==> config.mk <==
export PLATFORM = sky130hd
export DESIGN_NAME = rcwc_in_stage_flat
export DESIGN_NICKNAME = d
export VERILOG_FILES = /design/src/rtl/rcwc_pkg.sv /design/src/rtl/rcwc_event_if.sv /design/src/rtl/rcwc_in_stage.sv /design/src/flat_wrapper.sv
export SDC_FILE = /design/constraint.sdc
export NUM_CORES = 1
export LEC_CHECK = 0
export BUFFER_PORTS_ARGS = -buffer_cell sky130_fd_sc_hd__buf_2
export CAP_MARGIN = 20
export CORE_MARGIN = 3
export CORE_UTILIZATION = 43
export DETAILED_ROUTE_END_ITERATION = 6
export PLACE_DENSITY_LB_ADDON = 0.05
export SLEW_MARGIN = 20
export SYNTH_ARGS = -nofsm -noshare
export SYNTH_HDL_FRONTEND = slang
export SYNTH_SLANG_ARGS = --single-unit
==> constraint.sdc <==
create_clock -name i_clk -period 2.7 [get_ports i_clk]
set_clock_uncertainty 0.05 [all_clocks]
set_input_delay 0.135 -clock i_clk [delete_from_list [all_inputs] [get_ports i_clk]]
set_output_delay 0.135 -clock i_clk [all_outputs]
set_load 0.01 [all_outputs]
==> src/rtl/rcwc_pkg.sv <==
// Shared types and constants for the Reno congestion window controller.
// No dependencies; the RTL uses scoped names, the testbench imports it.
package rcwc_pkg;

    // Field widths
    localparam int unsigned OP_W    = 2;
    localparam int unsigned WIN_W   = 16;
    localparam int unsigned THR_W   = 24;
    localparam int unsigned ACK_W   = 32;
    localparam int unsigned DUP_W   = 3;
    localparam int unsigned MODE_W  = 2;
    localparam int unsigned CFG_IDX_W  = 1;
    localparam int unsigned CFG_DATA_W = 24;

    // Event codes
    localparam logic [OP_W-1:0] OP_RECV    = 2'd0;
    localparam logic [OP_W-1:0] OP_TIMEOUT = 2'd1;
    localparam logic [OP_W-1:0] OP_SENT    = 2'd2;

    // Congestion modes
    localparam logic [MODE_W-1:0] MODE_SS = 2'd0;
    localparam logic [MODE_W-1:0] MODE_CA = 2'd1;
    localparam logic [MODE_W-1:0] MODE_FR = 2'd2;

    // Register indexes
    localparam logic [CFG_IDX_W-1:0] CFG_MAX_IN_FLIGHT = 1'b0;
    localparam logic [CFG_IDX_W-1:0] CFG_INIT_THRESH   = 1'b1;

    // Saturation limits and reset values
    localparam logic [WIN_W-1:0] WIN_MAX = 16'hFFFF;
    localparam logic [THR_W-1:0] THR_MAX = 24'hFF_FFFF;
    localparam logic [DUP_W-1:0] DUP_MAX = 3'd7;
    localparam logic [WIN_W-1:0] MAX_IN_FLIGHT_RST = 16'd25;
    localparam logic [THR_W-1:0] INIT_THRESH_RST   = 24'd1000;
    localparam logic [ACK_W-1:0] HIGHEST_ACK_RST   = 32'd1;

    // One input beat
    typedef struct packed {
        logic [OP_W-1:0]  op;
        logic             ack_flag;
        logic             fin_flag;
        logic [ACK_W-1:0] ack_number;
    } t_event;

    // One result beat
    typedef struct packed {
        logic [WIN_W-1:0]  window_segments;
        logic [THR_W-1:0]  threshold_bytes;
        logic [WIN_W-1:0]  segments_in_flight;
        logic              may_send;
        logic [MODE_W-1:0] mode;
        logic              retransmit;
        logic              rewind;
        logic [ACK_W-1:0]  resend_offset;
        logic              transfer_done;
    } t_status;

    // Register write bundle
    typedef struct packed {
        logic                  we;
        logic [CFG_IDX_W-1:0]  index;
        logic [CFG_DATA_W-1:0] data;
    } t_cfg_wr;

endpackage

==> src/rtl/rcwc_event_if.sv <==
// Valid/ready channel carrying event beats into the controller.
// Depends on rcwc_pkg for the payload type.
interface rcwc_event_if;
    logic            valid;
    logic            ready;
    rcwc_pkg::t_event payload;

    modport source (output valid, output payload, input ready);
    modport sink   (input valid, input payload, output ready);
endinterface

==> src/rtl/rcwc_in_stage.sv <==
// Input register: holds one event beat until the core takes it.
// Depends on rcwc_pkg and rcwc_event_if.
module rcwc_in_stage (
    input  logic                 i_clk,
    input  logic                 i_rst_n,
    rcwc_event_if.sink           evt_in,
    input  logic                 i_take,
    output logic                 o_valid,
    output rcwc_pkg::t_event     o_evt
);

    logic             r_valid;
    rcwc_pkg::t_event r_evt;

    // Room whenever empty or the held beat leaves this cycle; none during reset
    assign evt_in.ready = i_rst_n && (!r_valid || i_take);

    always_ff @(posedge i_clk) begin
        if (!i_rst_n) begin
            r_valid <= 1'b0;
        end else if (evt_in.ready) begin
            r_valid <= evt_in.valid;
        end
    end

    always_ff @(posedge i_clk) begin
        if (evt_in.valid && evt_in.ready) begin
            r_evt <= evt_in.payload;
        end
    end

    assign o_valid = r_valid;
    assign o_evt   = r_evt;

endmodule

==> src/flat_wrapper.sv <==
// flat-port wrapper written by rule: the top's interface ports become plain ports
module rcwc_in_stage_flat 
  (i_clk, i_rst_n, i_take, o_valid, o_evt, evt_in_valid, evt_in_payload, evt_in_ready);
  rcwc_event_if evt_in_i ();
  input  logic i_clk;
  input  logic i_rst_n;
  input  logic i_take;
  output logic o_valid;
  output rcwc_pkg::t_event o_evt;
  input wire logic [$bits(evt_in_i.valid)-1:0] evt_in_valid;
  input wire logic [$bits(evt_in_i.payload)-1:0] evt_in_payload;
  output wire logic [$bits(evt_in_i.ready)-1:0] evt_in_ready;
  assign evt_in_i.valid = evt_in_valid;
  assign evt_in_i.payload = evt_in_payload;
  assign evt_in_ready = evt_in_i.ready;
  rcwc_in_stage u_core (.i_clk(i_clk), .i_rst_n(i_rst_n), .evt_in(evt_in_i), .i_take(i_take), .o_valid(o_valid), .o_evt(o_evt));
endmodule
==> implementation parameters <==
Parameter                              Value

Final layout
  Fraction of layout instances using a drive strength above 1    0.509
  Fraction of the core area covered by cells at the end of the flow    0.803
  Finished Cell Area    0.00201 mm2
  Number of nets in the final layout    205
  Antenna diodes    0
  Fillcell total    between 100 and 150
  Synth-to-layout area growth    76.3%
  Final std cells w/o fill    about 200

Worst hold path
  Worst hold-check path type    input port to flip-flop

Pwr
  Cell leakage power    around 0.86 nW
  Sequential share of power    0.637
  Pint    0.829 mW
  Switching portion of total power    0.206
  Switch Pwr    approximately 0.21 mW
  Share of total power in the clock network    0.243
  Power per cell area    520 mW/mm2
  Peak supply drop    around 0.47 mV
  Final total power    between 1 and 1.5 mW
  Comb pwr share    0.120

Global route
  Met3 Usage GRT    0.0928
  Global-route wire length before repair    between 4000 and 5000 um
  Overall global routing resource usage    0.173
  Global route hottest layer    met2
  Congestion Overflow GR    0
  Met2 GRT Util    0.276
  Largest net degree at the start of global routing    24
  Met1 Use GR    0.207
  Number of antenna violations at the first check in global routing    0
  Via count of the first global-routing pass    approximately 850

Synth
  Top cell type by total area after synthesis    sky130_fd_sc_hd__edfxtp_1
  Synth Instances    42
  Fraction of synthesized cell area taken by the top area cell type    0.949
  YS warnings    0
  Post-Syn Area    0.00114 mm2
  Biggest area contributors in the synthesized netlist    sky130_fd_sc_hd__edfxtp_1 95%, sky130_fd_sc_hd__dfxtp_1 1.8%, sky130_fd_sc_hd__nand2b_4 1.2%
  Syn nets    ~80
  Most numerous cell in the Yosys netlist    sky130_fd_sc_hd__edfxtp_1
  Per-instance average area after synthesis    27.1 um2
  Prevailing post-synth register cell    sky130_fd_sc_hd__edfxtp_1
  #FFs+latches synth    37
  Post-synth EDFFs    36
  Register area share after synthesis    0.967
  Ys async rst share    0
  Cell variety after synth    7

Timing
  Relative max-transition margin    0.579
  Worst Hold Slack    0.0499 ns
  Final critical path time including I/O delays and setup    around 1.6 ns
  Unrepaired setup endpoints after global routing    no
  Final Hold Violating Endpoints    0
  Final critical-path setup slack    roughly 1.1 ns
  Final TNS setup    0 ns
  Fmax    ~630 MHz
  Final count of negative-setup-slack endpoints    0
  Max-slew violation count    0
  Pin slew with the least headroom to its limit    0.632 ns
  Ratio of final minimum period to clock period    0.591

Placement
  DP Worst Slack    between 1 and 1.5 ns
  Number of instances in the placed design    150
  Gp weighted congestion    ~0.65
  Standard cell area after detailed placement    between 0.0015 and 0.002 mm2
  Number of port buffers    77

Clocking
  Number of buffers between clock root and the deepest sink    2
  TritonCTS clock tree    yes
  H-tree Lvls    2
  Number of buffers inserted to repair setup after CTS    0
  Resize count post-CTS    0
  Sinks on Clock Net    37
  Worst-Skew Late Latency    between 0.3 and 0.4 ns
  Buffer cell driving the clock tree root    sky130_fd_sc_hd__clkbuf_4
  Clock transition at the registers of the reported paths    ~0.1 ns
  Clock buffers created by TritonCTS    5

Die
  Initial Util    0.455
  Width of the die    57.5 um
  Vertical die dimension    between 50 and 60 um
  Site Rows    18
  Core Box Area    0.00250 mm2
  Count of boundary I/O pins    78
  Die outline area    about 0.0033 mm2

Setup path
  Worst setup path category    input port to flip-flop
  Worst Path Required    2.69 ns
  CP Launch Type    input port
  Data arrival at the endpoint of the critical path    between 1.5 and 2 ns
  Largest fanout on the critical path    23
  CP max stage delay    about 0.56 ns
  Critical path's slowest cell    sky130_fd_sc_hd__and3_1
  Cell Chain, Critical Path    dlygate4sd3_1 > buf_2 > and3_1 > buf_12
  Type of element capturing the critical path    flip-flop

Detailed routing
  Average wire per standard cell    roughly 14 um
  First-pass iteration count of the detailed router    2
  Average vias per placed instance    about 4.2
  DRC violation count after routing    0
  Via count of the routed design    827
  Routed Wire Length    roughly 2700 um
  Number of DRC markers after the initial detailed-route iteration    11
  Count of nets left with antenna violations after detail routing    0

Run
  Max-capacitance violation count    0

Run status
  Status    finished clean
[kinds of logic after synthesis]
| kind of cell | after synthesis | synth area share |
|---|---|---|
| and+or+nand+nor | 3 | 0.0231 |
| buffers and inverters | 1 | 0.00329 |
| AOI/OAI and AO/OA | 1 | 0.00660 |
| DFF | 37 | 0.967 |
[worst max-delay path, delay by kind of cell]
family / cells / cell delay [ns]
buffers and inverters: 3 / 0.89
AND/OR/NAND/NOR: 1 / 0.56
[power groups by stage]
| stage | clock, mW | sequential [mW] | combinational (mW) |
|---|---|---|---|
| finish | 0.254 | 0.664 | 0.125 |
| global route | 0.289 | 0.667 | 0.135 |
| CTS | 0.262 | 0.664 | 0.123 |
| detailed placement | 0 | 0.677 | 0.0816 |
| global placement | 0 | 0.677 | 0.0800 |
| floorplan | 0 | 0.692 | 0.0120 |
[path summary, 6_finish.rpt]
| kind | start | end | slack [ns] | cells after the start |
|---|---|---|---|---|
| max | i_rst_n | u_core.o_evt[19] | 1.10 | 4 |
| min | i_take | u_core.o_valid | 0.05 | 3 |
| max reg2reg | u_core.o_valid | u_core.o_evt[19] | 1.11 | 3 |
| min reg2reg | u_core.o_valid | u_core.o_valid | 0.48 | 2 |
[sequential cells by signal, summed over array words and instances, names as in the netlist]
| name | count |
|---|---|
| u_core.o_evt | 36 |
| u_core.o_valid | 1 |
[cells in the final DEF (no fill, tap or decap), drive strengths merged]
cell and instances:
buf 78, dlygate4sd3 38, edfxtp 36, clkbuf 6, nand2b 1, and2 1
and3 1, inv 1, a21boi 1, clkinv 1, dfxtp 1
[what timing repair did]
item / 4_1_cts / 5_1_grt
hold endpoints to repair: 37 / 1
hold buffers: 37 / 1
endpoints found under the setup margin: 0 / 0
[layout make-up]
cell class	count	area, um2	share of cell area
Sequential cell	37	1100	0.549
Timing Repair Buffer	116	786	0.392
Clock buffer	6	41.3	0.0206
Tap cell	30	37.5	0.0187
Multi-Input combinational cell	4	33.8	0.0168
Clock inverter	1	3.75	0.00187
Inverter	1	3.75	0.00187
[metal layers]
metal | share of wire | up-vias | wire [um]
met4 | 0 | 0 | 0
met5 | 0 | - | 0
met2 | 0.51 | 51 | 1370
li1 | - | 410 | -
met3 | 0.11 | 0 | 288
met1 | 0.38 | 366 | 1020
Power figures use the tool's default switching activity.
