--- config.mk ---
export PLATFORM = sky130hd
export DESIGN_NAME = rcwc_out_stage_flat
export DESIGN_NICKNAME = d
export VERILOG_FILES = /design/src/rtl/rcwc_pkg.sv /design/src/rtl/rcwc_status_if.sv /design/src/rtl/rcwc_out_stage.sv /design/src/flat_wrapper.sv
export SDC_FILE = /design/constraint.sdc
export NUM_CORES = 1
export LEC_CHECK = 0
export BUFFER_PORTS_ARGS = -buffer_cell sky130_fd_sc_hd__buf_2
export CAP_MARGIN = 20
export CORE_MARGIN = 3
export CORE_UTILIZATION = 36
export DETAILED_ROUTE_END_ITERATION = 16
export GPL_TIMING_DRIVEN = 0
export PLACE_DENSITY = 0.7
export SYNTH_ARGS = -nofsm -noshare
export SYNTH_HDL_FRONTEND = slang
export SYNTH_SLANG_ARGS = --single-unit
--- constraint.sdc ---
create_clock -name i_clk -period 0.9 [get_ports i_clk]
set_clock_uncertainty 0.15 [all_clocks]
set_input_delay 0.09 -clock i_clk [delete_from_list [all_inputs] [get_ports i_clk]]
set_output_delay 0.09 -clock i_clk [all_outputs]
set_load 0.05 [all_outputs]
--- src/rtl/rcwc_pkg.sv ---
// Shared types and constants for the Reno congestion window controller.
// No dependencies; the RTL uses scoped names, the testbench imports it.
package rcwc_pkg;

    // Field widths
    localparam int unsigned OP_W    = 2;
    localparam int unsigned WIN_W   = 16;
    localparam int unsigned THR_W   = 24;
    localparam int unsigned ACK_W   = 32;
    localparam int unsigned DUP_W   = 3;
    localparam int unsigned MODE_W  = 2;
    localparam int unsigned CFG_IDX_W  = 1;
    localparam int unsigned CFG_DATA_W = 24;

    // Event codes
    localparam logic [OP_W-1:0] OP_RECV    = 2'd0;
    localparam logic [OP_W-1:0] OP_TIMEOUT = 2'd1;
    localparam logic [OP_W-1:0] OP_SENT    = 2'd2;

    // Congestion modes
    localparam logic [MODE_W-1:0] MODE_SS = 2'd0;
    localparam logic [MODE_W-1:0] MODE_CA = 2'd1;
    localparam logic [MODE_W-1:0] MODE_FR = 2'd2;

    // Register indexes
    localparam logic [CFG_IDX_W-1:0] CFG_MAX_IN_FLIGHT = 1'b0;
    localparam logic [CFG_IDX_W-1:0] CFG_INIT_THRESH   = 1'b1;

    // Saturation limits and reset values
    localparam logic [WIN_W-1:0] WIN_MAX = 16'hFFFF;
    localparam logic [THR_W-1:0] THR_MAX = 24'hFF_FFFF;
    localparam logic [DUP_W-1:0] DUP_MAX = 3'd7;
    localparam logic [WIN_W-1:0] MAX_IN_FLIGHT_RST = 16'd25;
    localparam logic [THR_W-1:0] INIT_THRESH_RST   = 24'd1000;
    localparam logic [ACK_W-1:0] HIGHEST_ACK_RST   = 32'd1;

    // One input beat
    typedef struct packed {
        logic [OP_W-1:0]  op;
        logic             ack_flag;
        logic             fin_flag;
        logic [ACK_W-1:0] ack_number;
    } t_event;

    // One result beat
    typedef struct packed {
        logic [WIN_W-1:0]  window_segments;
        logic [THR_W-1:0]  threshold_bytes;
        logic [WIN_W-1:0]  segments_in_flight;
        logic              may_send;
        logic [MODE_W-1:0] mode;
        logic              retransmit;
        logic              rewind;
        logic [ACK_W-1:0]  resend_offset;
        logic              transfer_done;
    } t_status;

    // Register write bundle
    typedef struct packed {
        logic                  we;
        logic [CFG_IDX_W-1:0]  index;
        logic [CFG_DATA_W-1:0] data;
    } t_cfg_wr;

endpackage

--- src/rtl/rcwc_status_if.sv ---
// Valid/ready channel carrying status beats out of the controller.
// Depends on rcwc_pkg for the payload type.
interface rcwc_status_if;
    logic             valid;
    logic             ready;
    rcwc_pkg::t_status payload;

    modport source (output valid, output payload, input ready);
    modport sink   (input valid, input payload, output ready);
endinterface

--- src/rtl/rcwc_out_stage.sv ---
// Result register: holds one status beat until the sink takes it.
// Depends on rcwc_pkg and rcwc_status_if.
module rcwc_out_stage (
    input  logic               i_clk,
    input  logic               i_rst_n,
    input  logic               i_load,
    input  rcwc_pkg::t_status  i_sts,
    output logic               o_free,
    rcwc_status_if.source      sts_out
);

    logic              r_valid;
    rcwc_pkg::t_status r_sts;

    // Free when empty or the held beat is taken this cycle
    assign o_free = !r_valid || sts_out.ready;

    always_ff @(posedge i_clk) begin
        if (!i_rst_n) begin
            r_valid <= 1'b0;
        end else if (o_free) begin
            r_valid <= i_load;
        end
    end

    always_ff @(posedge i_clk) begin
        if (i_load) begin
            r_sts <= i_sts;
        end
    end

    assign sts_out.valid   = r_valid;
    assign sts_out.payload = r_sts;

endmodule

--- src/flat_wrapper.sv ---
// flat-port wrapper written by rule: the top's interface ports become plain ports
module rcwc_out_stage_flat 
  (i_clk, i_rst_n, i_load, i_sts, o_free, sts_out_valid, sts_out_payload, sts_out_ready);
  rcwc_status_if sts_out_i ();
  input  logic i_clk;
  input  logic i_rst_n;
  input  logic i_load;
  input  rcwc_pkg::t_status i_sts;
  output logic o_free;
  output wire logic [$bits(sts_out_i.valid)-1:0] sts_out_valid;
  output wire logic [$bits(sts_out_i.payload)-1:0] sts_out_payload;
  input wire logic [$bits(sts_out_i.ready)-1:0] sts_out_ready;
  assign sts_out_valid = sts_out_i.valid;
  assign sts_out_payload = sts_out_i.payload;
  assign sts_out_i.ready = sts_out_ready;
  rcwc_out_stage u_core (.i_clk(i_clk), .i_rst_n(i_rst_n), .i_load(i_load), .i_sts(i_sts), .o_free(o_free), .sts_out(sts_out_i));
endmodule
==> reports/summary.txt, run 1 <==
STATUS
-----------------------------------------------------------------------------------------
Outcome                                                                      complete, but fails checks
Violations in the final reports                                              negative hold slack, negative setup slack

SYNTH
-----------------------------------------------------------------------------------------
Post-synth top area cell                                                     sky130_fd_sc_hd__edfxtp_1
Post-synthesis cell area                                                        2870 um^2
Top cells by instance count after synthesis                                  sky130_fd_sc_hd__edfxtp_1 (94), sky130_fd_sc_hd__a21boi_2 (1), sky130_fd_sc_hd__dfxtp_1 (1), sky130_fd_sc_hd__inv_1 (1), sky130_fd_sc_hd__nand2b_4 (1)
Post-synthesis cell count                                                              98
Most frequent cell after synthesis                                           sky130_fd_sc_hd__edfxtp_1
Proportion of register bits with asynchronous set or reset after synthesis             0%
Flip-flop and latch count after synthesis                                              95
Leading cell types by total area after synthesis                             sky130_fd_sc_hd__edfxtp_1 (98%), sky130_fd_sc_hd__dfxtp_1 (0.70%), sky130_fd_sc_hd__nand2b_4 (0.48%)
Number of warnings reported in the yosys synthesis log                                  0
Portion of the post-synthesis area used by sequential elements                      99.0%
Area share of the largest cell type after synthesis                                 98.3%
Top_reg_cell synth                                                           sky130_fd_sc_hd__edfxtp_1
Syn Nets                                                                              196
Number of enable flip-flop cells after synthesis                                       94
Mean instance size in the synthesized netlist                                   29.3 um^2
Unique cell type count in the Yosys netlist                                             5

DETAILED ROUTING
-----------------------------------------------------------------------------------------
Total vias in the final route                                                       2,243
Drc violations                                                                          0
Starting DRC count in detailed routing                                                109
Post-detailed-routing wire length                                               10,300 um
Vias per std cell                                                                    4.45
Final ANT Viol Nets                                                                     0
WL per Instance                                                                   20.4 um
Drt pass-1 iters                                                                        4

GRT
-----------------------------------------------------------------------------------------
Via count of the first global-routing pass                                          2,561
Antenna violations before repair                                                        1
GRT Resource Usage Total                                                            22.8%
First-pass GRT wire length                                                      14,500 um
Largest net degree at the start of global routing                                      50
Total congestion overflow after global routing                                          0

FLOORPLAN
-----------------------------------------------------------------------------------------
Die area                                                                        9080 um^2
Effective utilization at floorplan                                                  38.4%
Ports                                                                                 194
Core area                                                                       7490 um^2
Row count                                                                              31
Horizontal die dimension                                                          95.3 um
Chip height                                                                       95.3 um

WORST SETUP PATH
-----------------------------------------------------------------------------------------
Arrival time of data at the critical path endpoint                                0.99 ns
Number of buffers and inverters on the critical path                                    1
Required time of the critical path                                                0.66 ns
Cell class contributing the biggest share of worst-path delay                  flip-flops
Type of destination of the critical path                                      output port
CP max stage delay                                                                0.45 ns
Worst Setup Start Kind                                                          flip-flop
Highest net fanout along the worst path                                                 1
Critical Path Source                                                         u_core.sts_out.payload[4]
Cell-by-cell listing of the critical path                                           buf_6
RR Startpoint                                                                u_core.sts_out.valid
Slowest stage cell on the critical path                                      sky130_fd_sc_hd__edfxtp_1
Setup Crit Path Kind                                                           reg -> out

CELLS AND AREA
-----------------------------------------------------------------------------------------
Post-route insts no fill                                                              504
Post-route cell area                                                            5790 um^2
Net count reported at finish                                                          497
Final core occ                                                                      77.4%
Layout cell share with drive strength beyond 1                                      52.7%
Area delta synth->final                                                              102%
Total of fill cells in the finished design                                            413

TIMING
-----------------------------------------------------------------------------------------
Final slew viol count                                                                   0
Achievable frequency                                                              811 MHz
Worst relative slew slack                                                           76.4%
Shortest clock period the worst path allows after layout                          1.23 ns
Transition at the pin with the smallest max-transition slack                     0.354 ns
Fin worst setup slack                                                           -0.333 ns
Number of failing setup endpoints in the final timing report                           97
Worst hold slack across all endpoints                                          -0.0337 ns
Final Hold Fails                                                                       31
RSZ-0062 raised after global routing                                                 true
Final worst-path cycle share                                                         137%

CTS
-----------------------------------------------------------------------------------------
Maximum number of buffers from clock root to sink                                       2
Hold-fix buffers, CTS                                                                  95
H-tree level count                                                                      3
Num CTS Buffers                                                                         9
TritonCTS Sinks                                                                        95
Clock slew seen by the registers of the worst setup and hold paths                0.10 ns
Clk Latency, worst-skew pair                                                      0.35 ns
CTS tree                                                                              yes
CTS root buffer                                                              sky130_fd_sc_hd__clkbuf_8

PLACED DESIGN
-----------------------------------------------------------------------------------------
Final weighted congestion of routability-driven global placement                    0.714
Post-placement cell count                                                             391
Area after detailed placement                                                   3990 um^2
Half-perimeter wire length of the detailed placement result                       5210 um
IO Port Bufs                                                                          193
Place WS                                                                        -0.519 ns

WORST HOLD PATH
-----------------------------------------------------------------------------------------
Startpoint of the tightest hold check path                                   sts_out_ready
Worst hold-check path type                                                      in -> reg

PWR
-----------------------------------------------------------------------------------------
Combinational share of power                                                        23.8%
IR Drop Worst-Case VDD                                                            1.29 mV
Cell internal power dissipation                                                 0.00792 W
Flop pwr share                                                                      48.4%
Psw                                                                             0.00335 W
Leakage                                                                           2.44 nW
Switching portion of total power                                                    29.7%
Share of power burned in the clock network                                          27.8%
Power density cells                                                          1940 nW/um^2

RUN
-----------------------------------------------------------------------------------------
Max-cap violation count                                                                 0

-- power by group through the flow --
stage	clock network (W)	logic, W	registers [W]
floorplan	0	0.0000165	0.00667
global placement	0	0.00186	0.00542
detailed placement	0	0.00189	0.00542
CTS	0.00311	0.00263	0.00541
global route	0.00336	0.00277	0.00548
finish	0.00313	0.00268	0.00545
-- per-layer routing --
layer	track usage (%)	vias up	wire, um
met2	38.7	138	5470
met5	0	-	0
met1	25.7	1089	3620
met4	7.45	0	289
met3	10.1	20	919
li1	-	996	-
-- logic make-up (layout without fill, tap and decap cells) --
group,after synthesis,count (layout),share of synthesized area (%)
DFF,95,95,99.0
buffers and inverters,1,307,0.131
and+or+nand+nor,1,1,0.479
AOI/OAI and AO/OA,1,1,0.392
other,0,1,0
-- worst paths after layout --
path,endpoint,slack (ns),cells after the start
setup / recovery,sts_out_payload[4],-0.33,1
hold / removal,u_core.sts_out.valid,-0.03,4
setup reg to reg,u_core.sts_out.valid,-0.01,3
hold reg to reg,u_core.sts_out.valid,0.48,3
-- cell type report --
type                       count  area, um^2  area share (%)
antenna                        1        2.50          0.0432
clock buffer                  10         128            2.20
clock inverter                 6        93.8            1.62
inverter                       1        3.75          0.0648
multi-input combinational      2        25.0           0.432
sequential                    95        2850            49.2
tap                           99         124            2.14
timing repair buffer         290        2570            44.3
-- sequential cells by signal (all words and copies together) (netlist names) --
signal,flops
u_core.sts_out.payload,94
u_core.sts_out.valid,1
-- through the flow --
step / setup TNS, ns / total power [W]
floorplan: -0.0342 / 0.00668
global placement: -113.48 / 0.00728
detailed placement: -34.65 / 0.00732
CTS: -25.74 / 0.0111
global route: -29.78 / 0.0116
finish: -25.61 / 0.0113
-- repair_timing --
item / CTS / global route
pin swaps: 0 / 0
endpoints found under the hold margin: 95 / 33
resized for setup: 193 / 5
setup endpoints to repair: 145 / 145
buffers inserted: 0 / 1
-- layout by cell type (no fill, tap or decap), drive strengths merged --
cell type    Yosys  layout
buf              0     195
dlygate4sd3      0      95
edfxtp          94      94
clkbuf           0      10
clkinv           0       3
bufinv           0       2
inv              1       2
diode            0       1
nand2b           1       1
a21boi           1       1
dfxtp            1       1
Power figures use the tool's default switching activity.
==> inputs of run 2 (changes only) <==
- REMOVE_ABC_BUFFERS: default -> 1
==> run 2 against run 1 <==
- the run still ends with negative hold slack, negative setup slack left
- clock-buffer cell count up 2
- die area unchanged
- utilization down 0.45 points
- final cell count up 0.20%
- sequential power about the same
- non-clock buffer count up 1
- power down 7.4%
- first-iteration DRC count down 50%
- cell area down 0.58%
- clock power down 26%
- maximum frequency up 2.4%
- critical path type unchanged
- critical endpoint is now sts_out_payload[18]
- largest power group unchanged
==> reports/summary.txt, run 2 (synthesis gave the netlist of run 1 again) <==
FLOORPLAN
---------------------------------------------------------------------------------
Ports                                                                         194
Row count                                                                      31
Core area                                                               7490 um^2
Chip height                                                               95.3 um
Die area                                                                9080 um^2
Horizontal die dimension                                                  95.3 um
Effective utilization at floorplan                                          38.4%

TIMING
---------------------------------------------------------------------------------
Transition at the pin with the smallest max-transition slack             0.354 ns
Final slew viol count                                                           0
Setup tns final                                                         -22.98 ns
Final worst-path cycle share                                                 134%
Final Hold Fails                                                                1
Shortest clock period the worst path allows after layout                  1.20 ns
Worst hold slack across all endpoints                                  -0.0298 ns
Fin worst setup slack                                                   -0.304 ns
Worst relative slew slack                                                   76.4%
Number of failing setup endpoints in the final timing report                   96
Achievable frequency                                                      830 MHz
RSZ-0062 raised after global routing                                         true

CTS
---------------------------------------------------------------------------------
Num CTS Buffers                                                                 9
Maximum number of buffers from clock root to sink                               2
H-tree level count                                                              3
CTS tree                                                                      yes
TritonCTS Sinks                                                                95
CTS root buffer                                                      sky130_fd_sc_hd__clkbuf_8
Clock slew seen by the registers of the worst setup and hold paths        0.09 ns
Clk Latency, worst-skew pair                                              0.33 ns
Hold-fix buffers, CTS                                                          95

WORST SETUP PATH
---------------------------------------------------------------------------------
Highest net fanout along the worst path                                         1
Arrival time of data at the critical path endpoint                        0.96 ns
Slowest stage cell on the critical path                              sky130_fd_sc_hd__edfxtp_1
Worst Setup Start Kind                                                  flip-flop
CP max stage delay                                                        0.44 ns
Setup Crit Path Kind                                                   reg -> out
Type of destination of the critical path                              output port
Cell class contributing the biggest share of worst-path delay          flip-flops
Number of buffers and inverters on the critical path                            1
Cell-by-cell listing of the critical path                                   buf_6
Required time of the critical path                                        0.66 ns

CELLS AND AREA
---------------------------------------------------------------------------------
Most common cell after layout, fill and taps aside                   sky130_fd_sc_hd__buf_2
Post-route insts no fill                                                      505
Layout cell share with drive strength beyond 1                              51.9%
Area delta synth->final                                                      100%
Most used cells in the layout excluding fill and tap cells           sky130_fd_sc_hd__buf_2 (96), sky130_fd_sc_hd__dlygate4sd3_1 (95), sky130_fd_sc_hd__buf_6 (95)
Net count reported at finish                                                  498
Max reg flops                                                                  94

DETAILED ROUTING
---------------------------------------------------------------------------------
WL per Instance                                                           17.8 um
Post-detailed-routing wire length                                         8980 um
Total vias in the final route                                               2,197
Drt pass-1 iters                                                                5
Vias per std cell                                                            4.35
Drc violations                                                                  0
Final ANT Viol Nets                                                             0
Starting DRC count in detailed routing                                         55

GRT
---------------------------------------------------------------------------------
Largest net degree at the start of global routing                              56
GRT Resource Usage Total                                                    20.0%
Total congestion overflow after global routing                                  0
Antenna violations before repair                                                0
First-pass GRT wire length                                              13,000 um
Via count of the first global-routing pass                                  2,451

RUN
---------------------------------------------------------------------------------
Max-cap violation count                                                         0

STATUS
---------------------------------------------------------------------------------
Violations in the final reports                                      negative hold slack, negative setup slack
Outcome                                                              complete, but fails checks

WORST HOLD PATH
---------------------------------------------------------------------------------
Worst hold-check path type                                              in -> reg

PWR
---------------------------------------------------------------------------------
IR Drop Worst-Case VDD                                                    1.14 mV
Power density cells                                                  1810 nW/um^2
Leakage                                                                   2.41 nW

PLACED DESIGN
---------------------------------------------------------------------------------
Final weighted congestion of routability-driven global placement            0.695
Post-placement cell count                                                     391
IO Port Bufs                                                                  193
Place WS                                                                -0.483 ns

[run 2: cell types whose count changed in the layout (fill, tap and decap cells not counted), moves of 2 or more]
| cell | delta |
|---|---|
| sky130_fd_sc_hd__clkinv_1 | +2 |
| sky130_fd_sc_hd__bufinv_16 | -2 |
| sky130_fd_sc_hd__clkinvlp_4 | +2 |
| sky130_fd_sc_hd__clkbuf_1 | +2 |
| sky130_fd_sc_hd__clkinv_4 | -2 |
| sky130_fd_sc_hd__buf_12 | -2 |
[run 2: routing by layer]
| metal | routed length (um) | GRT usage (%) | vias to the layer above |
|---|---|---|---|
| met1 | 3200 | 22.2 | 1035 |
| li1 | - | - | 997 |
| met4 | 197 | 6.61 | 0 |
| met3 | 933 | 8.84 | 17 |
| met5 | 0 | 0 | - |
| met2 | 4650 | 34.2 | 148 |
[run 2: worst register-to-register path: stages (launching register included)]
cell	delay, ns
sky130_fd_sc_hd__dfxtp_4	0.38
sky130_fd_sc_hd__nand2b_4	0.07
sky130_fd_sc_hd__buf_6	0.12
sky130_fd_sc_hd__a21boi_2	0.10
[run 2: timing repair]
item	CTS	global route
cloned	0	1
buffers inserted	0	1
hold endpoints to repair	98	1
resized for setup	197	2
pin swaps	0	1
setup endpoints to repair	151	113
[run 2: worst paths after layout]
| kind | from | to | slack (ns) | cells past startpoint |
|---|---|---|---|---|
| max | u_core.sts_out.payload[18] | sts_out_payload[18] | -0.30 | 1 |
| min | sts_out_ready | u_core.sts_out.valid | -0.03 | 4 |
| max reg2reg | u_core.sts_out.valid | u_core.sts_out.valid | 0.03 | 3 |
| min reg2reg | u_core.sts_out.valid | u_core.sts_out.valid | 0.46 | 3 |
[run 2: per-stage QoR]
step / utilization (%) / hold slack [ns] / power [W] / cell area, um^2
after floorplan: - / 0.0389 / 0.00669 / 2870
after global placement: 52.9 / 0.117 / 0.00727 / 3960
after detailed placement: 53.3 / 0.118 / 0.00731 / 3990
after CTS: 76.3 / -0.122 / 0.0105 / 5720
after global routing: 76.9 / -0.0476 / 0.0108 / 5750
final: 76.9 / -0.0298 / 0.0104 / 5760
[run 2: final cells by class]
class | instances | area (um^2)
clock buffer | 12 | 135
clock inverter | 4 | 22.5
tap | 99 | 124
multi-input combinational | 2 | 25.0
sequential | 95 | 2850
fill | 426 | 1730
timing repair buffer | 291 | 2600
inverter | 1 | 3.75
antenna | 1 | 2.50
[run 2: where the power goes]
part | internal [W] | switching [W]
Sequential | 0.00525 | 0.000178
Clock | 0.000991 | 0.00133
Combinational | 0.00108 | 0.00159
